--- config.mk ---
export PLATFORM = sky130hd
export DESIGN_NAME = rx_ring_frame_hunt
export DESIGN_NICKNAME = d
export VERILOG_FILES = /design/src/rtl/core/rrfh_pkg.sv /design/src/rtl/core/rrfh_ram.sv /design/src/rtl/core/rrfh_dp.sv /design/src/rtl/core/rrfh_ctrl.sv /design/src/rtl/core/rx_ring_frame_hunt.sv
export SDC_FILE = /design/constraint.sdc
export NUM_CORES = 2
export LEC_CHECK = 0
export BUFFER_PORTS_ARGS = -buffer_cell sky130_fd_sc_hd__buf_2
export CORE_MARGIN = 4
export CORE_UTILIZATION = 51
export DETAILED_ROUTE_END_ITERATION = 8
export PLACE_DENSITY = 0.68
export SLEW_MARGIN = 15
export SYNTH_ARGS = -nofsm -noshare
export SYNTH_HDL_FRONTEND = slang
export SYNTH_HIERARCHICAL = 1
export SYNTH_SLANG_ARGS = --single-unit
--- constraint.sdc ---
create_clock -name i_clk -period 8.3 [get_ports i_clk]
set_input_delay 2.075 -clock i_clk [delete_from_list [all_inputs] [get_ports i_clk]]
set_output_delay 2.075 -clock i_clk [all_outputs]
set_load 0.005 [all_outputs]
--- src/rtl/core/rrfh_pkg.sv ---
`timescale 1ns / 1ps
// ----------------------------------------------------------------------------
// rrfh_pkg
// Shared types and constants of the receive ring buffer with header hunt.
// ----------------------------------------------------------------------------
package rrfh_pkg;

    // Field widths of the stream payload
    localparam int BYTE_W = 8;
    localparam int LEN_W  = 7;

    // Item kinds carried on the slave-side tuser
    localparam logic MODE_BYTE = 1'b0;
    localparam logic MODE_REQ  = 1'b1;

    // Frame header patterns: FF FF or F0 FE
    localparam logic [BYTE_W-1:0] HDR_FF = 8'hFF;
    localparam logic [BYTE_W-1:0] HDR_F0 = 8'hF0;
    localparam logic [BYTE_W-1:0] HDR_FE = 8'hFE;

    // Controller states
    typedef enum logic [2:0] {
        ST_CLEAR,
        ST_IDLE,
        ST_HUNT_RD,
        ST_HUNT_CHK,
        ST_SEND_RD,
        ST_SEND_LOAD,
        ST_OUT
    } t_state;

    // Commands from controller to datapath
    typedef struct packed {
        logic clr_step;   // write zero at the clear pointer and advance it
        logic byte_wr;    // store the incoming byte unless full
        logic req_start;  // latch request length, reset counters
        logic hunt_drop;  // discard the current slot during the hunt
        logic send_load;  // take the current slot into the output register
        logic none_load;  // load a none-taken result
        logic finish;     // end of a served request
    } t_cmd;

    // Status from datapath to controller
    typedef struct packed {
        logic clr_done;   // clear pointer is at the last slot
        logic fill_zero;  // buffer holds no byte
        logic len_zero;   // latched request length is zero
        logic hunt_stop;  // header found or hunt pass exhausted
        logic out_last;   // output register holds the final result
    } t_sts;

endpackage

--- src/rtl/core/rrfh_ram.sv ---
`timescale 1ns / 1ps
// ----------------------------------------------------------------------------
// rrfh_ram
// Generic RAM: one write port, two read ports, registered read data.
// ----------------------------------------------------------------------------
module rrfh_ram #(
    parameter int WIDTH = 8,
    parameter int DEPTH = 256
) (
    input  logic                                   i_clk,
    input  logic                                   i_we,
    input  logic [(DEPTH > 1 ? $clog2(DEPTH) : 1)-1:0] i_waddr,
    input  logic [WIDTH-1:0]                       i_wdata,
    input  logic [(DEPTH > 1 ? $clog2(DEPTH) : 1)-1:0] i_raddr_a,
    input  logic [(DEPTH > 1 ? $clog2(DEPTH) : 1)-1:0] i_raddr_b,
    output logic [WIDTH-1:0]                       o_rdata_a,
    output logic [WIDTH-1:0]                       o_rdata_b
);

    logic [WIDTH-1:0] r_mem [DEPTH];

    // Write, then register both reads
    always_ff @(posedge i_clk) begin
        if (i_we) begin
            r_mem[i_waddr] <= i_wdata;
        end
        o_rdata_a <= r_mem[i_raddr_a];
        o_rdata_b <= r_mem[i_raddr_b];
    end

endmodule

--- src/rtl/core/rrfh_dp.sv ---
`timescale 1ns / 1ps
// ----------------------------------------------------------------------------
// rrfh_dp
// Datapath: ring RAM, read/write positions, fill count, hunt and request
// counters, and the output register.
// ----------------------------------------------------------------------------
module rrfh_dp #(
    parameter int BUF_DEPTH   = 256,
    parameter int MAX_REQUEST = 64
) (
    input  logic                        i_clk,
    input  logic                        i_rst_n,
    input  rrfh_pkg::t_cmd              i_cmd,
    output rrfh_pkg::t_sts              o_sts,
    input  logic [rrfh_pkg::BYTE_W-1:0] i_rx_byte,
    input  logic [rrfh_pkg::LEN_W-1:0]  i_request_length,
    output logic [rrfh_pkg::BYTE_W-1:0] o_out_byte,
    output logic [rrfh_pkg::LEN_W-1:0]  o_out_count,
    output logic                        o_is_last,
    output logic                        o_none_taken
);

    localparam int AW = (BUF_DEPTH > 1) ? $clog2(BUF_DEPTH) : 1;
    localparam int FW = $clog2(BUF_DEPTH + 1);

    logic [AW-1:0]                r_rp, n_rp;
    logic [AW-1:0]                r_wp, n_wp;
    logic [AW-1:0]                r_clr, n_clr;
    logic [FW-1:0]                r_fill, n_fill;
    logic [FW-1:0]                r_step, n_step;
    logic [rrfh_pkg::LEN_W-1:0]   r_len, n_len;
    logic [rrfh_pkg::LEN_W-1:0]   r_got, n_got;
    logic [rrfh_pkg::BYTE_W-1:0]  r_out_byte, n_out_byte;
    logic [rrfh_pkg::LEN_W-1:0]   r_out_count, n_out_count;
    logic                         r_out_last, n_out_last;
    logic                         r_out_none, n_out_none;

    logic [AW-1:0]                rp_inc;
    logic [AW-1:0]                wp_inc;
    logic [FW-1:0]                fill_dec;
    logic                         full;
    logic [rrfh_pkg::LEN_W-1:0]   len_sat;
    logic [rrfh_pkg::LEN_W-1:0]   got_inc;
    logic                         ram_we;
    logic [AW-1:0]                ram_waddr;
    logic [rrfh_pkg::BYTE_W-1:0]  ram_wdata;
    logic [rrfh_pkg::BYTE_W-1:0]  cur_byte;
    logic [rrfh_pkg::BYTE_W-1:0]  nxt_byte;
    logic                         hdr_match;

    // Position, count and length helpers
    assign rp_inc   = (r_rp == AW'(BUF_DEPTH - 1)) ? '0 : r_rp + AW'(1);
    assign wp_inc   = (r_wp == AW'(BUF_DEPTH - 1)) ? '0 : r_wp + AW'(1);
    assign fill_dec = (r_fill != '0) ? r_fill - FW'(1) : '0;
    assign full     = (r_fill == FW'(BUF_DEPTH));
    assign len_sat  = (i_request_length > rrfh_pkg::LEN_W'(MAX_REQUEST))
                    ? rrfh_pkg::LEN_W'(MAX_REQUEST) : i_request_length;
    assign got_inc  = r_got + rrfh_pkg::LEN_W'(1);

    // Ring RAM write port: clear sweep, byte store, or slot clear on read
    always_comb begin
        ram_we    = 1'b0;
        ram_waddr = r_rp;
        ram_wdata = '0;
        priority if (i_cmd.clr_step) begin
            ram_we    = 1'b1;
            ram_waddr = r_clr;
        end else if (i_cmd.byte_wr && !full) begin
            ram_we    = 1'b1;
            ram_waddr = r_wp;
            ram_wdata = i_rx_byte;
        end else if (i_cmd.hunt_drop || i_cmd.send_load) begin
            ram_we    = 1'b1;
        end
    end

    rrfh_ram #(
        .WIDTH (rrfh_pkg::BYTE_W),
        .DEPTH (BUF_DEPTH)
    ) u_ram (
        .i_clk     (i_clk),
        .i_we      (ram_we),
        .i_waddr   (ram_waddr),
        .i_wdata   (ram_wdata),
        .i_raddr_a (r_rp),
        .i_raddr_b (rp_inc),
        .o_rdata_a (cur_byte),
        .o_rdata_b (nxt_byte)
    );

    // Header check on the current and next slot
    assign hdr_match = ((cur_byte == rrfh_pkg::HDR_FF) && (nxt_byte == rrfh_pkg::HDR_FF))
                    || ((cur_byte == rrfh_pkg::HDR_F0) && (nxt_byte == rrfh_pkg::HDR_FE));

    // Next values
    always_comb begin
        n_rp        = r_rp;
        n_wp        = r_wp;
        n_clr       = r_clr;
        n_fill      = r_fill;
        n_step      = r_step;
        n_len       = r_len;
        n_got       = r_got;
        n_out_byte  = r_out_byte;
        n_out_count = r_out_count;
        n_out_last  = r_out_last;
        n_out_none  = r_out_none;

        if (i_cmd.clr_step) begin
            n_clr = r_clr + AW'(1);
        end
        if (i_cmd.byte_wr && !full) begin
            n_fill = r_fill + FW'(1);
            n_wp   = wp_inc;
        end
        if (i_cmd.req_start) begin
            n_len  = len_sat;
            n_got  = '0;
            n_step = '0;
        end
        if (i_cmd.hunt_drop) begin
            n_fill = fill_dec;
            n_rp   = rp_inc;
            n_step = r_step + FW'(1);
        end
        if (i_cmd.send_load) begin
            n_out_byte  = cur_byte;
            n_out_count = got_inc;
            n_out_last  = (r_fill == FW'(1)) || (got_inc == r_len);
            n_out_none  = 1'b0;
            n_fill      = fill_dec;
            n_rp        = rp_inc;
            n_got       = got_inc;
        end
        if (i_cmd.none_load) begin
            n_out_byte  = '0;
            n_out_count = '0;
            n_out_last  = 1'b1;
            n_out_none  = 1'b1;
        end
        // Rewind both positions once the buffer runs dry
        if (i_cmd.finish && (r_fill == '0)) begin
            n_rp = '0;
            n_wp = '0;
        end
    end

    // Control registers
    always_ff @(posedge i_clk) begin
        if (!i_rst_n) begin
            r_rp   <= '0;
            r_wp   <= '0;
            r_clr  <= '0;
            r_fill <= '0;
            r_step <= '0;
            r_got  <= '0;
        end else begin
            r_rp   <= n_rp;
            r_wp   <= n_wp;
            r_clr  <= n_clr;
            r_fill <= n_fill;
            r_step <= n_step;
            r_got  <= n_got;
        end
    end

    // Payload registers
    always_ff @(posedge i_clk) begin
        r_len       <= n_len;
        r_out_byte  <= n_out_byte;
        r_out_count <= n_out_count;
        r_out_last  <= n_out_last;
        r_out_none  <= n_out_none;
    end

    assign o_sts.clr_done  = (r_clr == AW'(BUF_DEPTH - 1));
    assign o_sts.fill_zero = (r_fill == '0);
    assign o_sts.len_zero  = (r_len == '0);
    assign o_sts.hunt_stop = hdr_match || (r_step == FW'(BUF_DEPTH));
    assign o_sts.out_last  = r_out_last;

    assign o_out_byte   = r_out_byte;
    assign o_out_count  = r_out_count;
    assign o_is_last    = r_out_last;
    assign o_none_taken = r_out_none;

endmodule

--- src/rtl/core/rrfh_ctrl.sv ---
`timescale 1ns / 1ps
// ----------------------------------------------------------------------------
// rrfh_ctrl
// Controller: clearing pass, byte stores, header hunt and result sequencing.
// ----------------------------------------------------------------------------
module rrfh_ctrl (
    input  logic           i_clk,
    input  logic           i_rst_n,
    input  logic           i_in_valid,
    input  logic           i_in_mode,
    input  logic           i_module_ready,
    output logic           o_in_ready,
    output logic           o_out_valid,
    input  logic           i_out_ready,
    input  rrfh_pkg::t_sts i_sts,
    output rrfh_pkg::t_cmd o_cmd
);

    rrfh_pkg::t_state r_state, n_state;
    logic             r_served, n_served;
    logic             req_acc;

    assign req_acc = i_in_valid && (i_in_mode == rrfh_pkg::MODE_REQ);

    // Next state
    always_comb begin
        n_state  = r_state;
        n_served = r_served;
        unique case (r_state)
            rrfh_pkg::ST_CLEAR: begin
                if (i_sts.clr_done) begin
                    n_state = rrfh_pkg::ST_IDLE;
                end
            end
            rrfh_pkg::ST_IDLE: begin
                if (req_acc) begin
                    n_served = i_module_ready;
                    n_state  = i_module_ready ? rrfh_pkg::ST_HUNT_RD : rrfh_pkg::ST_OUT;
                end
            end
            rrfh_pkg::ST_HUNT_RD: begin
                n_state = rrfh_pkg::ST_HUNT_CHK;
            end
            rrfh_pkg::ST_HUNT_CHK: begin
                n_state = i_sts.hunt_stop ? rrfh_pkg::ST_SEND_RD : rrfh_pkg::ST_HUNT_RD;
            end
            rrfh_pkg::ST_SEND_RD: begin
                if (i_sts.fill_zero || i_sts.len_zero) begin
                    n_state = rrfh_pkg::ST_OUT;
                end else begin
                    n_state = rrfh_pkg::ST_SEND_LOAD;
                end
            end
            rrfh_pkg::ST_SEND_LOAD: begin
                n_state = rrfh_pkg::ST_OUT;
            end
            rrfh_pkg::ST_OUT: begin
                if (i_out_ready) begin
                    n_state = i_sts.out_last ? rrfh_pkg::ST_IDLE : rrfh_pkg::ST_SEND_RD;
                end
            end
            default: begin
                n_state = rrfh_pkg::ST_IDLE;
            end
        endcase
    end

    // Outputs and datapath commands
    always_comb begin
        o_cmd       = '0;
        o_in_ready  = 1'b0;
        o_out_valid = 1'b0;
        unique case (r_state)
            rrfh_pkg::ST_CLEAR: begin
                o_cmd.clr_step = 1'b1;
            end
            rrfh_pkg::ST_IDLE: begin
                o_in_ready      = 1'b1;
                o_cmd.byte_wr   = i_in_valid && (i_in_mode == rrfh_pkg::MODE_BYTE);
                o_cmd.req_start = req_acc;
                o_cmd.none_load = req_acc && !i_module_ready;
            end
            rrfh_pkg::ST_HUNT_RD: begin
            end
            rrfh_pkg::ST_HUNT_CHK: begin
                o_cmd.hunt_drop = !i_sts.hunt_stop;
            end
            rrfh_pkg::ST_SEND_RD: begin
                o_cmd.none_load = i_sts.fill_zero || i_sts.len_zero;
            end
            rrfh_pkg::ST_SEND_LOAD: begin
                o_cmd.send_load = 1'b1;
            end
            rrfh_pkg::ST_OUT: begin
                o_out_valid  = 1'b1;
                o_cmd.finish = i_out_ready && i_sts.out_last && r_served;
            end
            default: begin
            end
        endcase
    end

    // State register
    always_ff @(posedge i_clk) begin
        if (!i_rst_n) begin
            r_state  <= rrfh_pkg::ST_CLEAR;
            r_served <= 1'b0;
        end else begin
            r_state  <= n_state;
            r_served <= n_served;
        end
    end

endmodule

--- src/rtl/core/rx_ring_frame_hunt.sv ---
`timescale 1ns / 1ps
// ----------------------------------------------------------------------------
// rx_ring_frame_hunt
// Receive ring buffer with frame-header hunt: stores received bytes and
// answers read requests after skipping to an FF FF or F0 FE header.
// ----------------------------------------------------------------------------
//  channel  | dir | tdata (low bit up)                       | tuser      | tlast
//  s_axis   | in  | rx_byte, request_length, module_ready    | mode       | -
//  m_axis   | out | out_byte, out_count, 1 zero pad bit      | none_taken | is_last
//
// After reset a clearing pass writes zero to every ring slot, with
// s_axis_tready low. A served request is accepted, then runs one header
// check per discarded slot plus the final one, each a registered RAM read
// of the current and next slot (ST_HUNT_RD) then the check (ST_HUNT_CHK);
// each returned byte then passes ST_SEND_RD, ST_SEND_LOAD and ST_OUT, where
// m_axis may stall it. A request returning nothing goes from acceptance to
// ST_OUT when the module is not ready, else via the hunt and ST_SEND_RD.
// s_axis_tready is low from request acceptance until its final result is taken.
// ----------------------------------------------------------------------------
module rx_ring_frame_hunt #(
    parameter int BUF_DEPTH   = 256,
    parameter int MAX_REQUEST = 64
) (
    input  logic        i_clk,
    input  logic        i_rst_n,
    input  logic        s_axis_tvalid,
    output logic        s_axis_tready,
    input  logic [15:0] s_axis_tdata,   // [7:0] rx_byte, [14:8] request_length,
                                        // [15] module_ready
    input  logic        s_axis_tuser,   // mode
    output logic        m_axis_tvalid,
    input  logic        m_axis_tready,
    output logic [15:0] m_axis_tdata,   // [7:0] out_byte, [14:8] out_count,
                                        // [15] zero
    output logic        m_axis_tuser,   // none_taken
    output logic        m_axis_tlast    // is_last
);

    rrfh_pkg::t_cmd              cmd;
    rrfh_pkg::t_sts              sts;
    logic [rrfh_pkg::BYTE_W-1:0] out_byte;
    logic [rrfh_pkg::LEN_W-1:0]  out_count;

    rrfh_ctrl u_ctrl (
        .i_clk          (i_clk),
        .i_rst_n        (i_rst_n),
        .i_in_valid     (s_axis_tvalid),
        .i_in_mode      (s_axis_tuser),
        .i_module_ready (s_axis_tdata[15]),
        .o_in_ready     (s_axis_tready),
        .o_out_valid    (m_axis_tvalid),
        .i_out_ready    (m_axis_tready),
        .i_sts          (sts),
        .o_cmd          (cmd)
    );

    rrfh_dp #(
        .BUF_DEPTH   (BUF_DEPTH),
        .MAX_REQUEST (MAX_REQUEST)
    ) u_dp (
        .i_clk            (i_clk),
        .i_rst_n          (i_rst_n),
        .i_cmd            (cmd),
        .o_sts            (sts),
        .i_rx_byte        (s_axis_tdata[7:0]),
        .i_request_length (s_axis_tdata[14:8]),
        .o_out_byte       (out_byte),
        .o_out_count      (out_count),
        .o_is_last        (m_axis_tlast),
        .o_none_taken     (m_axis_tuser)
    );

    assign m_axis_tdata = {1'b0, out_count, out_byte};

endmodule
# Word-level counts from Yosys, hierarchy flattened
# Memories as Yosys holds them, arrays and structs flattened. A register that Yosys moved wholly into a read port is not among the register bits.
# Index checks and enable logic that the tools add are counted.
# W data, S select, Z words.
dict set report totals {
  word_cells 109
  n_memories 1
  reg_bits 77
  ram_bits 2048
  out_inout_bits 20
  in_bits 21
}
# name depth word_bits rd rd_ports_with_merged_regs write_ports line
set mem_list {}
lappend mem_list {u_dp.u_ram.r_mem 256 8 2 2 1 rrfh_ram.sv:20} ;# logic [WIDTH-1:0] r_mem [DEPTH];
dict set report op_classes {
  n_addsub 7
  bitwise_logic 2
  eq_ne 20
  n_mux 37
  magnitude_cmp 1
  n_reduce_logical 28
}
# op n
set ops {}
lappend ops {{$mux W8} 8}
lappend ops {{$eq A8 B8 Y1 const B} 7}
lappend ops {{$mux W9} 6}
lappend ops {{$add A8 B1 Y8 const B} 3}
lappend ops {{$pmux W3 S7} 1}
lappend ops {{$add A9 B1 Y9 const B} 2}
lappend ops {{$eq A9 B9 Y1 const B} 2}
lappend ops {{$mux W3} 6}
lappend ops {{$mux W7} 2}
lappend ops {{$mux W1} 11}
lappend ops {{$eq A3 B3 Y1 const B} 3}
lappend ops {{$eq A9 B1 Y1 const B} 1}
lappend ops {{$logic_and A1 B1 Y1} 9}
lappend ops {{$logic_not A9 Y1} 1}
lappend ops {{$reduce_bool A9 Y1} 1}
lappend ops {{$sub A9 B1 Y9 const B} 1}
lappend ops {{$add A7 B1 Y7 const B} 1}
lappend ops {{$eq A7 B7 Y1} 1}
lappend ops {{$gt A7 B7 Y1 const B} 1}
lappend ops {{$logic_not A7 Y1} 1}
lappend ops {{$eq A3 B2 Y1 const B} 2}
lappend ops {{$reduce_bool A2 Y1} 3}
lappend ops {{$logic_or A1 B1 Y1} 5}
lappend ops {{$mux W2} 2}
lappend ops {{11 further kinds} 15}

# Depth between registers and ports, before layout
dict set report depth {
  ltp_word 12
  ltp_mapped 16
  ltp_nobuf 11
}

# Cells and area by module
# Netlist, hierarchy kept.
# mod cells_each n_inst area_per_inst_um2 seq_area_each_um2
set by_module_without_submodules {}
lappend by_module_without_submodules {rrfh_ram 4847 1 96973.0 61819.3}
lappend by_module_without_submodules {rrfh_dp 479 1 3985.1 1531.5}
lappend by_module_without_submodules {rrfh_ctrl 46 1 341.6 80.1}
lappend by_module_without_submodules {rx_ring_frame_hunt 2 1 11.3 0.0}

# Least setup slack after synthesis
# No wires, ideal clock.
dict set report synth_timing {
  kind {input to register}
  startpoint {in s_axis_tuser}
  endpoint {mem u_dp.u_ram.r_mem[0][0] (data pin)}
  cell_stages 6
  path_slack_ns 1.168
  t_arrival_ns 6.263
  setup_time_ns 0.868
  t_required_ns 7.432
  path_buffers 1
  cell_sequence {nor3b_1 inv_1 a41o_1 buf_6 nor2_1 and2_1}
}
dict set report synth_between {
  elab_chain_cells 6
}
# element line
set synth_lines {}
lappend synth_lines {{start: declaration} rx_ring_frame_hunt.sv:30} ;# input logic s_axis_tuser,
lappend synth_lines {{$not A1 Y1} rrfh_ctrl.sv:79} ;# o_cmd.byte_wr = i_in_valid && (i_in_mode == rrfh_pkg::MODE_BYTE);
lappend synth_lines {{$logic_and A1 B1 Y1} rrfh_ctrl.sv:79}
lappend synth_lines {{$mux W2} rrfh_ctrl.sv:73} ;# unique case (r_state)
lappend synth_lines {{$logic_and A1 B1 Y1} rrfh_dp.sv:68} ;# end else if (i_cmd.byte_wr && !full) begin
lappend synth_lines {{$mux W8} rrfh_dp.sv:68}
lappend synth_lines {{$mux W8} rrfh_dp.sv:65} ;# priority if (i_cmd.clr_step) begin
lappend synth_lines {{via u_dp.ram_wdata, one bit} rrfh_dp.sv:46} ;# logic [rrfh_pkg::BYTE_W-1:0] ram_wdata;
lappend synth_lines {{end: declaration} rrfh_ram.sv:20}
# The timed path passes the listed nets, and every way through them passes these cells.

==> flow_summary_export.csv <==
group,metric,value,unit
outcome,outcome,"completed",
floorplanning,rows,163,
power_and_ir_drop,p_clk_share,45.2,%
placed_design,place_congestion,0.966,
timing,rsz0062_at_grt,"false",
grt,grt_pass1_wl,443,mm
cts,cts-buffers-inserted,214,
worst_hold_path,hold_end,"u_dp/o_none_taken",
grt,antenna_found_initial,9,
power_and_ir_drop,power,21.7,mW
routing,postRouteAntennaNets,0,
timing,layout_setup_ws,1.49,ns
synthesis,synth.most_common_cell,"edfxtp_1",
synthesis,synth_cell_types,85,
cts,clkTransAtPathRegs,0.07,ns
synthesis,synth_seq_area_share,62.6,%
synthesis,synth_area,0.101,sq mm
synthesis,yosys-top-cells-count,"2055 x edfxtp_1, 1051 x mux4_2, 367 x nor2_1",
routing,routed_wl,313,mm
synthesis,synth_ff_type,"edfxtp_1",
power_and_ir_drop,p_int,17.3,mW
worst_setup_path,critPathKind,"primary input to flip-flop",
floorplanning,core_region_area,0.197,sq mm
placed_design,place_hpwl,203,mm
worst_setup_path,required,8.77,ns
worst_setup_path,arrival,7.28,ns
placed_design,post-place-ws,0.911,ns
synthesis,syn_inst,5374,
routing,dr.pass1.iters,7,
worst_setup_path,cp-start-kind,"primary input",
final_layout,nets,5382,
routing,vias_per_cell,7.36,
cts,clock_sinks,2141,
floorplanning,die_h,454,um
cts,cts_tree,"done",
timing,min_period,6.81,ns
final_layout,drive_gt1_share,30.0,%
worst_hold_path,hold_start,"u_dp/o_none_taken",
cts,cts.hold.buffers_added,0,
synthesis,synthTopCellsByArea,"edfxtp_1 61%, mux4_2 23%, mux2i_1 2.6%, dfxtp_1 1.7%, nor2_1 1.4%",
timing,worst_pin_slew,1.29,ns
worst_setup_path,r2r_end,"u_dp/u_ram/r_mem[223][3]",
power_and_ir_drop,p_per_area,196,mW/mm^2
synthesis,synthesis.nets,5405,
floorplanning,ios,41,
synthesis,yosys_register_bits,2141,
timing,hold_viol,0,
final_layout,reg.largest.list,"u_dp/u_ram/r_mem x2048, u_dp/r_fill x9, u_dp/r_step x9",
final_layout,post-route-util,56.1,%
cts,cts-resized-gates,0,
timing,setup_viol,0,
power_and_ir_drop,power.share.switching,20.2,%
power_and_ir_drop,ir_drop,212,uV
power_and_ir_drop,p_switching,4.37,mW
worst_hold_path,worstHoldPathType,"flip-flop to flip-flop",
synthesis,yosysTopAreaCell,"edfxtp_1",
placed_design,io_buffers,39,
synthesis,async_flop_share,0,%
cts,cts_max_path_buffers,3,
worst_setup_path,crit_fanout,15,
floorplanning,die_area,0.206,sq mm
synthesis,syn_area_per_cell,18.9,sq um
timing,fin_skew,0.0389,ns
worst_setup_path,timing.rr.start,"u_ctrl/r_state[0]",
final_layout,top_register,"u_dp/u_ram/r_mem",
cts,cts-root-buf,"clkbuf_16",
timing,relSlewSlack,13.8,%
worst_setup_path,regToRegSetupSlack,1.86,ns
power_and_ir_drop,power_frac_seq,54.0,%
final_layout,largest_register_ffs,2048,
timing,setup_tns,0,ns
timing,final_max_slew_viol_count,0,
grt,grtUsageTotal,30.4,%
grt,grt_max_degree,133,
power_and_ir_drop,p_leak,33.8,nW
cts,cts_setup_buffers,0,
floorplanning,dieWidth,454,um
timing,fmax,147,MHz
power_and_ir_drop,comb_power_share,0.7,%
worst_setup_path,end_kind,"flip-flop",
routing,drt-initial-drc-count,9699,
synthesis,synth_edf_count,2055,
cts,clkLatencyLatePin,0.88,ns
final_layout,syn2layout_area_growth,9.23,%
grt,grt_pass1_vias,58300,
floorplanning,initial_core_util,51.3,%
routing,routedWlPerCell,38.3,um
synthesis,synth_top_area_share,60.9,%
flow_run,drv_cap,0,
timing,worst_hold_slack,0.461,ns
routing,drc,0,
timing,post-route-period-util,82.0,%
synthesis,yosysWarningCount,6,
worst_hold_path,whs_path_depth,1,
cts,htree_levels,4,
worst_setup_path,rr_worst_depth,13,
worst_setup_path,crit_start,"s_axis_tvalid",
grt,globalRouteOverflowTotal,0,
routing,vias,60200,
cell usage in the layout (no fill, tap or decap), types with 16 or more instances in the layout:
cell type and n:
a211oi_1 35, dfxtp_1 80, clkbuf_1 33, buf_2 39, o221ai_1 66, a22o_1 24
buf_4 125, nor2_1 364, buf_12 25, xor2_1 21, nand3_1 72, a221oi_1 35
o22ai_1 50, o21ai_0 59, clkinv_2 43, mux4_2 1051, nand4_1 24, nand2_1 165
clkbuf_16 217, nor2b_1 31, nor3_1 29, mux2i_1 259, o211ai_1 16, clkinv_1 49
a21oi_1 113, edfxtp_1 2055, a22oi_1 63, bufinv_16 24, mux2_2 41
layout make-up:
cell class                      count  area [sq um]
Sequential cell                  2141         63400
Antenna cell                        8          20.0
Timing Repair Buffer              189          1630
Fill cell                       14800         86800
Tap cell                         2640          3300
Multi-Input combinational cell   2783         35100
Inverter                           22          88.8
Clock inverter                    144          1470
Clock buffer                      253          5600
critical path: stages:
cell and delay [ns]:
buf_2 0.12, nor3b_1 0.42, inv_1 0.29, a41o_1 0.39, buf_4 0.28, mux2i_1 0.14, o21ai_0 0.92, nand4_1 0.74
inv_1 0.24, nand2_1 0.52, buf_4 0.47, nor2_1 0.66
cell families after synthesis:
kind of cell	share of synthesized area, %
compound gates	4.05
xor+xnor	0.285
fa+ha+maj	0.124
buf+inv	2.84
flops	62.6
mux	26.4
other cells	0.00370
simple gates	3.71
routing by layer:
metal  track usage, %  routed length (um)  vias up  part of all wire, %
met4             12.8               15300        2                  4.9
met1             42.6              115000    31700                   37
met5                0                  21        -               0.0067
met3             9.17               42400      751                   14
li1                 -                   -    22900                    -
met2             44.7              140000     4832                   45
stage by stage:
stage / cell area (sq um) / std cells
2_1_floorplan: 101000 / 5374
3_3_place_gp: 104000 / 7775
3_5_place_dp: 104000 / 7775
4_1_cts: 111000 / 8172
5_1_grt: 111000 / 8173
6_report: 111000 / 8180
power groups by stage:
| stage | logic (mW) | registers, mW | clock network [mW] |
|---|---|---|---|
| final | 0.161 | 11.7 | 9.80 |
| after global routing | 0.163 | 11.7 | 10.4 |
| after CTS | 0.156 | 11.7 | 9.91 |
| after detailed placement | 0.156 | 11.9 | 0 |
| after global placement | 0.154 | 11.9 | 0 |
| after floorplan | 0.0705 | 11.9 | 0 |
worst max path at each step:
stage,to,slack [ns],depth (start not counted)
after floorplan,u_dp/u_ram/r_mem[0][0],1.17,6
after global placement,u_dp/u_ram/r_mem[215][1],1.00,11
after detailed placement,u_dp/u_ram/r_mem[215][0],0.91,11
after CTS,u_dp/u_ram/r_mem[215][2],1.83,11
after global routing,u_dp/u_ram/r_mem[215][4],1.42,11
final,u_dp/u_ram/r_mem[223][3],1.49,12
No activity file was read; power rests on OpenSTA's default activity.
